[src/hw/rtl/jpsp_pkg.sv]
// Shared types and constants for the joypad serial port pair.
// Used by jpsp_pad_mem, jpsp_core and joypad_serial_port_pair; no dependencies.
`default_nettype none

package jpsp_pkg;

   localparam int unsigned NUM_PADS_DEF    = 8;
   localparam int unsigned BUTTON_BITS_DEF = 16;

   localparam int unsigned KIND_W  = 3;
   localparam int unsigned SLOT_W  = 3;
   localparam int unsigned BIND_W  = 4;
   localparam int unsigned IDX_W   = 8;
   localparam int unsigned BYTE_W  = 8;
   localparam int unsigned WORD_W  = 16;
   localparam int unsigned CSR_A_W = 2;

   localparam logic [KIND_W-1:0] KIND_LATCH = 3'd0;
   localparam logic [KIND_W-1:0] KIND_READ  = 3'd1;
   localparam logic [KIND_W-1:0] KIND_AUTO  = 3'd2;
   localparam logic [KIND_W-1:0] KIND_SET   = 3'd3;
   localparam logic [KIND_W-1:0] KIND_SOFT  = 3'd4;

   localparam logic [CSR_A_W-1:0] CSR_PORT0_BINDING = 2'd0;
   localparam logic [CSR_A_W-1:0] CSR_PORT1_BINDING = 2'd1;

   localparam logic [BIND_W-1:0] BIND_PORT0_RESET = 4'd0;
   localparam logic [BIND_W-1:0] BIND_NONE        = 4'd8;

   localparam logic [IDX_W-1:0]  IDX_MAX       = 8'hFF;
   localparam logic [BYTE_W-1:0] PORT1_ID_BITS = 8'h1C;
   localparam logic [BYTE_W-1:0] OPEN_BUS_MASK = 8'hFC;

   typedef struct packed {
      logic [KIND_W-1:0] kind;
      logic              latch_level;
      logic              port_select;
      logic [BYTE_W-1:0] open_bus;
      logic [SLOT_W-1:0] pad_slot;
      logic [WORD_W-1:0] button_word;
   } req_type;

   typedef logic [1:0][BIND_W-1:0] bind_pair_type;

endpackage : jpsp_pkg

`default_nettype wire

[src/hw/rtl/jpsp_pad_mem.sv]
// Pad button store: one write port, two registered read ports with write bypass.
// Depends on jpsp_pkg; entries read as zero until first written.
`default_nettype none

module jpsp_pad_mem
   import jpsp_pkg::*;
#(
   parameter int unsigned NUM_PADS    = NUM_PADS_DEF,
   parameter int unsigned BUTTON_BITS = BUTTON_BITS_DEF
) (
   input  wire logic                           clock,
   input  wire logic                           reset,
   input  wire logic                           wr_en,
   input  wire logic [SLOT_W-1:0]              wr_slot,
   input  wire logic [BUTTON_BITS-1:0]         wr_data,
   input  wire bind_pair_type                  rd_bind,
   output logic      [1:0][BUTTON_BITS-1:0]    rd_data
);

   localparam int unsigned AW = (NUM_PADS > 1) ? $clog2(NUM_PADS) : 1;

   logic [BUTTON_BITS-1:0]      mem [NUM_PADS];
   logic [NUM_PADS-1:0]         valid_ff;
   logic [NUM_PADS-1:0]         valid_in;
   logic [1:0][BUTTON_BITS-1:0] rd_data_ff;
   logic [1:0][BUTTON_BITS-1:0] rd_data_in;
   logic [AW-1:0]               wr_addr;

   assign wr_addr = AW'(wr_slot);
   assign rd_data = rd_data_ff;

   always_comb begin
      valid_in = valid_ff;
      if (wr_en) begin
         valid_in[wr_addr] = 1'b1;
      end
   end

   always_comb begin
      for (int p = 0; p < 2; p++) begin
         rd_data_in[p] = '0;
         if (rd_bind[p] < BIND_W'(NUM_PADS)) begin
            if (wr_en && (AW'(rd_bind[p]) == wr_addr)) begin
               rd_data_in[p] = wr_data;
            end else if (valid_ff[AW'(rd_bind[p])]) begin
               rd_data_in[p] = mem[AW'(rd_bind[p])];
            end
         end
      end
   end

   always_ff @(posedge clock) begin
      if (reset) begin
         valid_ff <= '0;
      end else begin
         valid_ff <= valid_in;
      end
   end

   always_ff @(posedge clock) begin
      if (wr_en) begin
         mem[wr_addr] <= wr_data;
      end
      rd_data_ff <= rd_data_in;
   end

endmodule : jpsp_pad_mem

`default_nettype wire

[src/hw/rtl/jpsp_core.sv]
// Port state (latch, bindings, read indices) and the result register.
// Depends on jpsp_pkg; takes button words from jpsp_pad_mem.
`default_nettype none

module jpsp_core
   import jpsp_pkg::*;
#(
   parameter int unsigned NUM_PADS    = NUM_PADS_DEF,
   parameter int unsigned BUTTON_BITS = BUTTON_BITS_DEF
) (
   input  wire logic                        clock,
   input  wire logic                        reset,
   input  wire logic                        req_valid,
   input  wire req_type                     req,
   input  wire bind_pair_type               pend_bind,
   input  wire logic [1:0][BUTTON_BITS-1:0] pad_word,
   output bind_pair_type                    bind_next,
   output logic                             mem_wr_en,
   output logic      [SLOT_W-1:0]           mem_wr_slot,
   output logic      [BUTTON_BITS-1:0]      mem_wr_data,
   output logic                             rsp_valid,
   output logic      [BYTE_W-1:0]           rsp_read_byte,
   output logic      [WORD_W-1:0]           rsp_auto_word_port0,
   output logic      [WORD_W-1:0]           rsp_auto_word_port1
);

   localparam int unsigned BPW = $clog2(BUTTON_BITS);

   logic                   latch_ff, latch_in;
   bind_pair_type          bind_ff, bind_in;
   logic [1:0][IDX_W-1:0]  idx_ff, idx_in;
   logic                   rsp_valid_ff;
   logic [BYTE_W-1:0]      byte_ff, byte_in;
   logic [1:0][WORD_W-1:0] word_ff, word_in;

   logic                   port;
   logic                   bound;
   logic [BYTE_W-1:0]      bits;
   logic [IDX_W-1:0]       idx_cur;
   logic [BPW-1:0]         bit_pos;

   assign port    = req.port_select;
   assign bound   = bind_ff[port] < BIND_W'(NUM_PADS);
   assign bits    = (req.open_bus & OPEN_BUS_MASK) | (port ? PORT1_ID_BITS : '0);
   assign idx_cur = idx_ff[port];
   assign bit_pos = BPW'(BUTTON_BITS - 1) - idx_cur[BPW-1:0];

   assign mem_wr_en   = req_valid && (req.kind == KIND_SET)
                        && ({1'b0, req.pad_slot} < BIND_W'(NUM_PADS));
   assign mem_wr_slot = req.pad_slot;
   assign mem_wr_data = req.button_word[BUTTON_BITS-1:0];

   assign bind_next = bind_in;

   always_comb begin
      latch_in = latch_ff;
      bind_in  = bind_ff;
      idx_in   = idx_ff;
      byte_in  = '0;
      word_in  = '0;
      if (req_valid) begin
         unique case (req.kind)
            KIND_LATCH: begin
               if (req.latch_level && !latch_ff) begin
                  idx_in = '0;
               end else if (!req.latch_level && latch_ff) begin
                  bind_in = pend_bind;
               end
               latch_in = req.latch_level;
            end
            KIND_READ: begin
               byte_in = bits;
               if (!bound) begin
                  if (!latch_ff && (idx_cur != IDX_MAX)) begin
                     idx_in[port] = idx_cur + 1'b1;
                  end
               end else if (latch_ff) begin
                  byte_in[0] = pad_word[port][BUTTON_BITS-1];
               end else begin
                  if (idx_cur != IDX_MAX) begin
                     idx_in[port] = idx_cur + 1'b1;
                  end
                  if (idx_cur >= IDX_W'(BUTTON_BITS)) begin
                     byte_in[0] = 1'b1;
                  end else begin
                     byte_in[0] = pad_word[port][bit_pos];
                  end
               end
            end
            KIND_AUTO: begin
               if (!latch_ff) begin
                  idx_in = '0;
               end
               latch_in = 1'b0;
               bind_in  = pend_bind;
               for (int n = 0; n < 2; n++) begin
                  if (pend_bind[n] < BIND_W'(NUM_PADS)) begin
                     idx_in[n]  = IDX_W'(BUTTON_BITS);
                     word_in[n] = WORD_W'(pad_word[n]);
                  end
               end
            end
            KIND_SOFT: begin
               idx_in   = '0;
               latch_in = 1'b0;
               bind_in  = pend_bind;
            end
            default: begin
            end
         endcase
      end
   end

   always_ff @(posedge clock) begin
      if (reset) begin
         latch_ff     <= 1'b0;
         bind_ff[0]   <= BIND_PORT0_RESET;
         bind_ff[1]   <= BIND_NONE;
         idx_ff       <= '0;
         rsp_valid_ff <= 1'b0;
      end else begin
         latch_ff     <= latch_in;
         bind_ff      <= bind_in;
         idx_ff       <= idx_in;
         rsp_valid_ff <= req_valid;
      end
   end

   always_ff @(posedge clock) begin
      byte_ff <= byte_in;
      word_ff <= word_in;
   end

   assign rsp_valid           = rsp_valid_ff;
   assign rsp_read_byte       = byte_ff;
   assign rsp_auto_word_port0 = word_ff[0];
   assign rsp_auto_word_port1 = word_ff[1];

endmodule : jpsp_core

`default_nettype wire

[src/hw/rtl/joypad_serial_port_pair.sv]
// Top level of the joypad serial port pair: request register, binding registers.
// Depends on jpsp_pkg, jpsp_pad_mem and jpsp_core.
//
// Usage:
//   Request channel: drive req_* and raise start; a request is taken at each
//   rising edge with start high and busy low. busy is always low, so one
//   request can be issued every cycle.
//   Response channel: each request gives exactly one response, shown on rsp_*
//   with rsp_valid high for one cycle; the request register and then the
//   response register in jpsp_core lie between a request and its response.
//   Responses come out in request order. The receiver cannot stall them.
//   Configuration: csr_index 0 writes the port 0 binding, 1 the port 1
//   binding; other indexes are ignored. csr_ready is always high. Write only
//   while no response is pending.
//   Throughput: one request per cycle, set by the single pass from the request
//   register through the port logic into the response register.
//   Reset: synchronous; bindings return to port 0 on slot 0 and port 1
//   unplugged, latch and read indexes clear, all pad words read as zero.
`default_nettype none

module joypad_serial_port_pair
   import jpsp_pkg::*;
#(
   parameter int unsigned NUM_PADS    = NUM_PADS_DEF,
   parameter int unsigned BUTTON_BITS = BUTTON_BITS_DEF
) (
   input  wire logic                clock,
   input  wire logic                reset,
   input  wire logic                start,
   output logic                     busy,
   input  wire logic [KIND_W-1:0]   req_kind,
   input  wire logic                req_latch_level,
   input  wire logic                req_port_select,
   input  wire logic [BYTE_W-1:0]   req_open_bus,
   input  wire logic [SLOT_W-1:0]   req_pad_slot,
   input  wire logic [WORD_W-1:0]   req_button_word,
   output logic                     rsp_valid,
   output logic      [BYTE_W-1:0]   rsp_read_byte,
   output logic      [WORD_W-1:0]   rsp_auto_word_port0,
   output logic      [WORD_W-1:0]   rsp_auto_word_port1,
   input  wire logic                csr_valid,
   output logic                     csr_ready,
   input  wire logic [CSR_A_W-1:0]  csr_index,
   input  wire logic [BIND_W-1:0]   csr_data
);

   logic                        req_valid_ff;
   req_type                     req_ff;
   req_type                     req_in;
   bind_pair_type               pend_ff;
   bind_pair_type               bind_next;
   bind_pair_type               rd_bind;
   logic [1:0][BUTTON_BITS-1:0] pad_word;
   logic                        mem_wr_en;
   logic [SLOT_W-1:0]           mem_wr_slot;
   logic [BUTTON_BITS-1:0]      mem_wr_data;
   logic                        accept;

   assign busy      = 1'b0;
   assign csr_ready = 1'b1;
   assign accept    = start && !busy;

   assign req_in.kind        = req_kind;
   assign req_in.latch_level = req_latch_level;
   assign req_in.port_select = req_port_select;
   assign req_in.open_bus    = req_open_bus;
   assign req_in.pad_slot    = req_pad_slot;
   assign req_in.button_word = req_button_word;

   // auto read fetches with the bindings it is about to copy in
   always_comb begin
      for (int p = 0; p < 2; p++) begin
         rd_bind[p] = (req_kind == KIND_AUTO) ? pend_ff[p] : bind_next[p];
      end
   end

   always_ff @(posedge clock) begin
      if (reset) begin
         req_valid_ff <= 1'b0;
         pend_ff[0]   <= BIND_PORT0_RESET;
         pend_ff[1]   <= BIND_NONE;
      end else begin
         req_valid_ff <= accept;
         if (csr_valid && csr_ready) begin
            if (csr_index == CSR_PORT0_BINDING) begin
               pend_ff[0] <= csr_data;
            end else if (csr_index == CSR_PORT1_BINDING) begin
               pend_ff[1] <= csr_data;
            end
         end
      end
   end

   always_ff @(posedge clock) begin
      if (accept) begin
         req_ff <= req_in;
      end
   end

   jpsp_pad_mem #(
      .NUM_PADS    (NUM_PADS),
      .BUTTON_BITS (BUTTON_BITS)
   ) u_pad_mem (
      .clock   (clock),
      .reset   (reset),
      .wr_en   (mem_wr_en),
      .wr_slot (mem_wr_slot),
      .wr_data (mem_wr_data),
      .rd_bind (rd_bind),
      .rd_data (pad_word)
   );

   jpsp_core #(
      .NUM_PADS    (NUM_PADS),
      .BUTTON_BITS (BUTTON_BITS)
   ) u_core (
      .clock               (clock),
      .reset               (reset),
      .req_valid           (req_valid_ff),
      .req                 (req_ff),
      .pend_bind           (pend_ff),
      .pad_word            (pad_word),
      .bind_next           (bind_next),
      .mem_wr_en           (mem_wr_en),
      .mem_wr_slot         (mem_wr_slot),
      .mem_wr_data         (mem_wr_data),
      .rsp_valid           (rsp_valid),
      .rsp_read_byte       (rsp_read_byte),
      .rsp_auto_word_port0 (rsp_auto_word_port0),
      .rsp_auto_word_port1 (rsp_auto_word_port1)
   );

endmodule : joypad_serial_port_pair

`default_nettype wire
[config.mk]
export PLATFORM = sky130hd
export DESIGN_NAME = joypad_serial_port_pair
export DESIGN_NICKNAME = d
export VERILOG_FILES = /design/src/hw/rtl/jpsp_pkg.sv /design/src/hw/rtl/jpsp_pad_mem.sv /design/src/hw/rtl/jpsp_core.sv /design/src/hw/rtl/joypad_serial_port_pair.sv
export SDC_FILE = /design/constraint.sdc
export NUM_CORES = 1
export LEC_CHECK = 0
export ABC_CLOCK_PERIOD_IN_PS = 4750
export BUFFER_PORTS_ARGS = -buffer_cell sky130_fd_sc_hd__buf_2
export CORE_MARGIN = 4
export CORE_UTILIZATION = 60
export CTS_CLUSTER_DIAMETER = 150
export DETAILED_ROUTE_END_ITERATION = 16
export PLACE_DENSITY = 0.88
export SLEW_MARGIN = 40
export SYNTH_ARGS = -nofsm -noshare
export SYNTH_HDL_FRONTEND = slang
export SYNTH_SLANG_ARGS = --single-unit
[constraint.sdc]
create_clock -name clock -period 4.75 [get_ports clock]
set_input_delay 0.475 -clock clock [delete_from_list [all_inputs] [get_ports clock]]
set_output_delay 0.475 -clock clock [all_outputs]
set_load 0.02 [all_outputs]
-- After elaboration in Yosys (flattened, before gate mapping)
Memory sizes are Yosys's and may differ from the RTL's.
Cells that the tools add are included.
Widths: inputs -> output; s select.
- memories kept: 1
- RAM bits: 128
- register bits after elaboration: 147
- logic and storage cells: 121
- latch bits: 0
- bits of input ports: 42
- output and inout port bits: 43
- bits in read-only memories: 0
- memories (name ; depth ; width ; read ports ; clocked after Yosys merged registers in ; write ports ; RTL line ; text):
    u_pad_mem.mem ; 8 ; 16 ; 2 ; 0 ; 1 ; jpsp_pad_mem.sv:22 ; logic [BUTTON_BITS-1:0] mem [NUM_PADS];
- multiplexer cells: 43
- multiply operators: 0
- $add $sub $neg: 2
- shift-type cells: 0
- reductions and logical operators: 23
- bitwise gates (word level): 3
- div/mod/pow operators: 0
- order comparisons: 13
- eq/ne operators: 15
- operators by type and width (kind ; number):
    $mux 16 ; 12
    $mux 8 ; 8
    $pmux 16 s4 ; 1
    $lt 4x4->1 const B ; 5
    $bwmux 16 ; 1
    $mux 4 ; 4
    $or 8x8->8 ; 2
    $pmux 8 s2 ; 1
    $reduce_and 7->1 ; 2
    $lt 3x4->1 const B ; 3
    $ne 3x3->1 const B ; 4
    $eq 3x2->1 const B ; 3
    $mux 1 ; 9
    $reduce_and 3->1 ; 3
    $add 8x1->8 const B ; 1
    $demux 8 s1 ; 1
    $ge 8x5->1 const B ; 1
    $logic_and 1x1->1 ; 8
    $ne 8x8->1 const B ; 1
    $bmux 1 s3 ; 2
    $eq 3x3->1 ; 2
    $reduce_and 2->1 ; 3
    $lt 4x5->1 const B ; 1
    $mux 5 ; 1
    19 further kinds ; 20

-- Depth between registers and ports, before layout
- word-level depth: 11
- depth in mapped cells: 12
- mapped depth without buffers: 10

-- Hierarchy
From an unflattened synthesis, not the netlist that was laid out.
- cell total of the unflattened synthesis: 794
- area total of the unflattened synthesis: 12021.5 um^2
- by module, submodules not included (module ; cells each ; area an instance (um^2) ; instances ; seq. area each (um^2)):
    jpsp_pad_mem ; 381 ; 7340.8 ; 1 ; 4644.5
    jpsp_core ; 333 ; 3213.1 ; 1 ; 1301.2
    joypad_serial_port_pair ; 80 ; 1467.7 ; 1 ; 1141.1

-- Worst setup path after synthesis
Ideal clock, no wire load.
- kind: reg-to-reg
- from: register req_ff[31] in the netlist's numbering
- to: memory u_pad_mem.mem[1][0] in the netlist's numbering (enable)
- arrival time: 2.174 ns
- cell stages (with the launch flop): 5
- library setup time: 0.412 ns
- buffers on the path: 1
- required time: 4.338 ns
- slack: 2.164 ns
- period minus slack after synthesis: 2.586 ns
- cell sequence: edfxtp_1 -> clkbuf_1 -> nor3b_1 -> nand2_1 -> nor3_1
- word-level cells in the longest chain between the ends: 4
- ends and longest elaborated chain (item ; RTL line ; text):
    start: declaration ; joypad_serial_port_pair.sv:48 ; req_type req_ff;
    start signal: assignment ; joypad_serial_port_pair.sv:96 ; req_ff <= req_in;
    $eq 3x2->1 ; jpsp_core.sv:48 ; assign mem_wr_en = req_valid && (req.kind == KIND_SET)
    $logic_and 1x1->1 ; jpsp_core.sv:48 ;
    $mux 1 ; jpsp_pad_mem.sv:61 ; if (wr_en) begin
    $mux 1 (implied by the code) ; jpsp_pad_mem.sv:62 ; mem[wr_addr] <= wr_data;
    end: declaration ; jpsp_pad_mem.sv:22 ;
No other way between the ends.

-- Worst setup path after layout
- from: register req_ff[31] in the netlist's numbering
- to: register u_pad_mem.rd_data_ff (netlist bit u_pad_mem.rd_data[4])
- word-level cells in the longest chain between the ends: 9
- elaborated cells between the ends (all ways): 17
- those cells by class: 1 x order compare; 4 x eq/ne; 7 x mux; 4 x reduce/logical; 1 x memory
- ends and longest elaborated chain (item ; RTL line ; text):
    $eq 3x3->1 / $eq 3x2->1 (equally long branches) ; jpsp_core.sv:62 ; unique case (req.kind)
    $reduce_or 2->1 (no line) ; -- ;
    $pmux 8 s2 ; jpsp_core.sv:62 ;
    $mux 8 ; jpsp_core.sv:61 ; if (req_valid) begin
    $mux 4 ; joypad_serial_port_pair.sv:73 ; rd_bind[p] = (req_kind == KIND_AUTO) ? pend_ff[p] : bind_next[p];
    $bmux 1 s3 ; jpsp_pad_mem.sv:45 ; end else if (valid_ff[AW'(rd_bind[p])]) begin
    $mux 1 (implied by the code) ; jpsp_pad_mem.sv:45 ;
    $mux 16 ; jpsp_pad_mem.sv:45 ;
    $mux 16 ; jpsp_pad_mem.sv:43 ; if (wr_en && (AW'(rd_bind[p]) == wr_addr)) begin
    end signal: assignment ; jpsp_pad_mem.sv:64 ; rd_data_ff <= rd_data_in;
    end: declaration ; jpsp_pad_mem.sv:25 ; logic [1:0][BUTTON_BITS-1:0] rd_data_ff;
Several ways; a longest one is shown, not always the timed one. The select of a mux whose other input is x is not followed.
A chain may end at the register's enable or synchronous reset.

==> impl_metrics.xml <==
<?xml version="1.0" encoding="UTF-8"?>
<metrics>
  <group name="run">
    <metric name="maxCapViolCount" unit="">0</metric>
  </group>
  <group name="floorplan">
    <metric name="floorplan.io_pins" unit="">85</metric>
    <metric name="floorplan.core_area" unit="sq um">21820</metric>
    <metric name="initial_core_util" unit="">0.6109</metric>
    <metric name="chipWidth" unit="um">157.1</metric>
    <metric name="die-area" unit="sq um">24670</metric>
    <metric name="placementRows" unit="">54</metric>
    <metric name="floorplan.die.height" unit="um">157.1</metric>
  </group>
  <group name="yosys">
    <metric name="synth.ff_latch_count" unit="">272</metric>
    <metric name="seq_area_frac_synth" unit="">0.5271</metric>
    <metric name="mean_cell_area_of_the_mapped_netlist" unit="sq um">11.30</metric>
    <metric name="ys_warn_count" unit="">0</metric>
    <metric name="synth_cells" unit="">1180</metric>
    <metric name="post_synth_num_cell_types" unit="">69</metric>
    <metric name="yosys-top-cells-area" unit="">sky130_fd_sc_hd__edfxtp_1 (36%), sky130_fd_sc_hd__dfxtp_1 (17%), sky130_fd_sc_hd__mux2_2 (5.6%)</metric>
    <metric name="synth_top_area_cell" unit="">sky130_fd_sc_hd__edfxtp_1</metric>
    <metric name="netlist_area" unit="sq um">13330</metric>
    <metric name="synthFlopType" unit="">sky130_fd_sc_hd__edfxtp_1</metric>
    <metric name="synthMostInstantiatedCell" unit="">sky130_fd_sc_hd__edfxtp_1</metric>
    <metric name="portion_of_synthesized_cell_area_occupied_by_the_leading_cell_type" unit="">0.3559</metric>
    <metric name="synth_commonest_cells" unit="">sky130_fd_sc_hd__edfxtp_1 (158), sky130_fd_sc_hd__dfxtp_1 (114), sky130_fd_sc_hd__nand2_1 (75)</metric>
    <metric name="synthArstFlopShare" unit="">0</metric>
    <metric name="post_synth_edffs" unit="">158</metric>
  </group>
  <group name="sta">
    <metric name="timing.fmax" unit="MHz">256.6</metric>
    <metric name="tns" unit="ps">0</metric>
    <metric name="grt_setup_unrepaired" unit="">false</metric>
    <metric name="final.period_utilization" unit="">0.8203</metric>
    <metric name="finalWorstPathRequiredPeriod" unit="ps">3897</metric>
    <metric name="timing.final.hold_violations" unit="">0</metric>
    <metric name="finalSetupViolations" unit="">0</metric>
    <metric name="slew_violations" unit="">0</metric>
    <metric name="worstMarginPinSlew" unit="ps">869.3</metric>
    <metric name="slew_headroom" unit="">0.4204</metric>
    <metric name="finalClockSkew" unit="ps">10.66</metric>
    <metric name="final.hold.worst_slack" unit="ps">97.78</metric>
  </group>
  <group name="route">
    <metric name="detailedRoute.firstPassIterationCount" unit="">6</metric>
    <metric name="wire_per_inst" unit="um">24.03</metric>
    <metric name="routed_vias_inst" unit="">6.967</metric>
    <metric name="dr.first_iter.drc_count" unit="">1475</metric>
    <metric name="drt-total-wl" unit="um">36880</metric>
    <metric name="route.vias.total" unit="">10690</metric>
    <metric name="detail_route.drc_violations" unit="">0</metric>
    <metric name="antenna_left" unit="">0</metric>
  </group>
  <group name="global_route">
    <metric name="grt_first_pass_wirelength" unit="um">57380</metric>
    <metric name="pin_count_of_the_biggest_net_entering_global_routing" unit="">50</metric>
    <metric name="gr-total-overflow" unit="">0</metric>
    <metric name="number_of_antenna_violations_at_the_first_check_in_global_routing" unit="">0</metric>
    <metric name="total_routing_usage_gr" unit="">0.2934</metric>
    <metric name="via_count_of_the_first_global_routing_pass" unit="">10470</metric>
  </group>
  <group name="hold_path">
    <metric name="worst_hold_path.endpoint" unit="">req_ff[11]$_DFFE_PP_</metric>
    <metric name="number_of_cells_on_the_worst_hold_path" unit="">1</metric>
    <metric name="worst_hold_path_type" unit="">input pin to flop</metric>
    <metric name="timing.hold.worst.start" unit="">req_button_word[11]</metric>
  </group>
  <group name="critical_path">
    <metric name="r2r-start" unit="">req_ff[31]$_DFFE_PP_</metric>
    <metric name="setup.worst_path.start" unit="">req_ff[31]$_DFFE_PP_</metric>
    <metric name="timing.critical_path.arrival" unit="ps">4290</metric>
    <metric name="max_stage_delay" unit="ps">740</metric>
    <metric name="setup.worst_path.class" unit="">flop to flop</metric>
    <metric name="library_cell_appearing_most_often_on_the_critical_path" unit="">sky130_fd_sc_hd__buf_4</metric>
    <metric name="worstReg2RegEnd" unit="">u_pad_mem.rd_data[4]$_SDFF_PP0_</metric>
    <metric name="critical-path-top-delay-family" unit="">simple AND/OR/NAND/NOR gates</metric>
    <metric name="reg_to_reg_setup_timing_slack" unit="ps">850</metric>
    <metric name="critical_path.startpoint_type" unit="">flop</metric>
    <metric name="setup.worst_path.end_class" unit="">flop</metric>
    <metric name="worst-path-max-fanout" unit="">49</metric>
    <metric name="timing.critical_path.slowest_stage_cell" unit="">sky130_fd_sc_hd__and2_1</metric>
    <metric name="worstPathCellList" unit="">or2_4, o211a_4, o21ai_4, buf_4, nand2_2, xnor2_1, buf_4, and2_1, o41ai_1</metric>
    <metric name="rr_worst_depth" unit="">9</metric>
    <metric name="worstPathBufferInverterCount" unit="">2</metric>
    <metric name="critPathRequiredTime" unit="ps">5140</metric>
  </group>
  <group name="cells_and_area">
    <metric name="post-route-util" unit="">0.6877</metric>
    <metric name="area_delta_synth_final" unit="%">12.58</metric>
    <metric name="drive_above_1_share" unit="">0.2263</metric>
    <metric name="antenna_cells" unit="">0</metric>
    <metric name="design.final.nets" unit="">1277</metric>
  </group>
  <group name="clocking">
    <metric name="path_clk_slew" unit="ps">60</metric>
    <metric name="cts-htree-levels" unit="">1</metric>
    <metric name="clockRootBuffer" unit="">sky130_fd_sc_hd__clkbuf_16</metric>
    <metric name="clock_tree.buffer_depth" unit="">3</metric>
    <metric name="clock_tree_from_tritoncts" unit="">yes</metric>
    <metric name="clock_latency_on_the_worst_skew_pair" unit="ps">550</metric>
    <metric name="postCtsSetupRepairBufs" unit="">0</metric>
    <metric name="cts_inserted_buffers" unit="">28</metric>
    <metric name="cts.sinks" unit="">272</metric>
    <metric name="cts.repair.resized" unit="">0</metric>
    <metric name="cts.hold.buffers_added" unit="">0</metric>
  </group>
  <group name="place">
    <metric name="buffer_ports.inserted" unit="">79</metric>
    <metric name="globalplace.congestion" unit="">0.9591</metric>
    <metric name="post_detail_place_hpwl" unit="um">23510</metric>
  </group>
  <group name="pwr">
    <metric name="ir_worst_vdd" unit="uV">313.6</metric>
    <metric name="power_leakage" unit="nW">5.280</metric>
    <metric name="power_per_cell_area" unit="nW/um^2">346.1</metric>
  </group>
  <group name="run_status">
    <metric name="status" unit="">finished, final reports clean</metric>
  </group>
</metrics>
==> cells by family after synthesis <==
family | count (synthesis) | share of synthesized area
and+or+nand+nor | 371 | 0.1476
AOI/OAI and AO/OA | 320 | 0.1957
DFF | 272 | 0.5271
buffers and inverters | 105 | 0.03764
muxes | 101 | 0.08437
xor gates and xnor gates | 7 | 0.005162
adders and majority gates | 2 | 0.001877
other | 2 | 0.0005633
==> cells in the final DEF (no fill, tap or decap), types with 37 or more instances in the layout <==
master and instances:
sky130_fd_sc_hd__a211oi_1 43, sky130_fd_sc_hd__a21oi_1 63, sky130_fd_sc_hd__and2_1 37, sky130_fd_sc_hd__buf_2 77, sky130_fd_sc_hd__buf_4 41, sky130_fd_sc_hd__dfxtp_1 114
sky130_fd_sc_hd__edfxtp_1 158, sky130_fd_sc_hd__mux2_2 66, sky130_fd_sc_hd__nand2_1 75, sky130_fd_sc_hd__nand2b_1 71, sky130_fd_sc_hd__nand3_1 42, sky130_fd_sc_hd__nor2_1 57
sky130_fd_sc_hd__o21ai_0 40
==> sequential cells by signal, summed over array words and instances, names as in the netlist <==
register / cells
pend_ff: 8
req_ff: 30
req_valid_ff: 1
u_core.bind_ff: 8
u_core.idx_ff: 16
u_core.latch_ff: 1
u_core.rsp_auto_word_port0: 16
u_core.rsp_auto_word_port1: 16
u_core.rsp_read_byte: 7
u_core.rsp_valid: 1
u_pad_mem.mem: 128
u_pad_mem.rd_data: 32
u_pad_mem.valid_ff: 8
==> where the power goes <==
part / internal [W] / switching, W
sequential: 0.00254 / 0.0000717
combinational: 0.0000926 / 0.000172
clock: 0.00141 / 0.000902
==> routing by layer <==
metal | vias to the layer above | share of wire | global-route usage
met3 | 162 | 0.10 | 0.05059
met2 | 772 | 0.47 | 0.4667
li1 | 4662 | - | -
met4 | 0 | 0.060 | 0.1614
met5 | - | 0 | 0
met1 | 5098 | 0.37 | 0.3846
==> per-stage QoR <==
| stage | total power, W | setup WS (ps) | instance area [sq um] | instances |
|---|---|---|---|---|
| after floorplan | 0.002808 | 2164 | 13340 | 1181 |
| after global placement | 0.002901 | 995.3 | 13930 | 1481 |
| after detailed placement | 0.002913 | 925.5 | 13980 | 1483 |
| after CTS | 0.005197 | 899.3 | 14990 | 1535 |
| after global routing | 0.005334 | 739.4 | 15010 | 1535 |
| final | 0.005194 | 853.4 | 15010 | 1535 |
==> final cells by class <==
type                    instances  area, sq um
well taps                     280        350.3
flip-flops and latches        272         7027
inverters                       7        26.28
repair buffers                120        719.4
clock buffers                  48        989.7
clock inverters                 4        20.02
multi-input cells             804         5876
fillers                      1488         6815
==> worst max-delay path by stage <==
stage,end,slack (ps),depth (start not counted)
6_report,u_pad_mem.rd_data[4]$_SDFF_PP0_,850,9
5_1_grt,u_pad_mem.rd_data[5]$_SDFF_PP0_,740,9
4_1_cts,u_pad_mem.rd_data[20]$_SDFF_PP0_,900,9
3_5_place_dp,u_pad_mem.rd_data[22]$_SDFF_PP0_,930,9
3_3_place_gp,u_pad_mem.rd_data[23]$_SDFF_PP0_,1000,9
2_1_floorplan,u_pad_mem.mem[1][0]$_DFFE_PP_,2160,4
No activity file was read; power rests on OpenSTA's default activity.
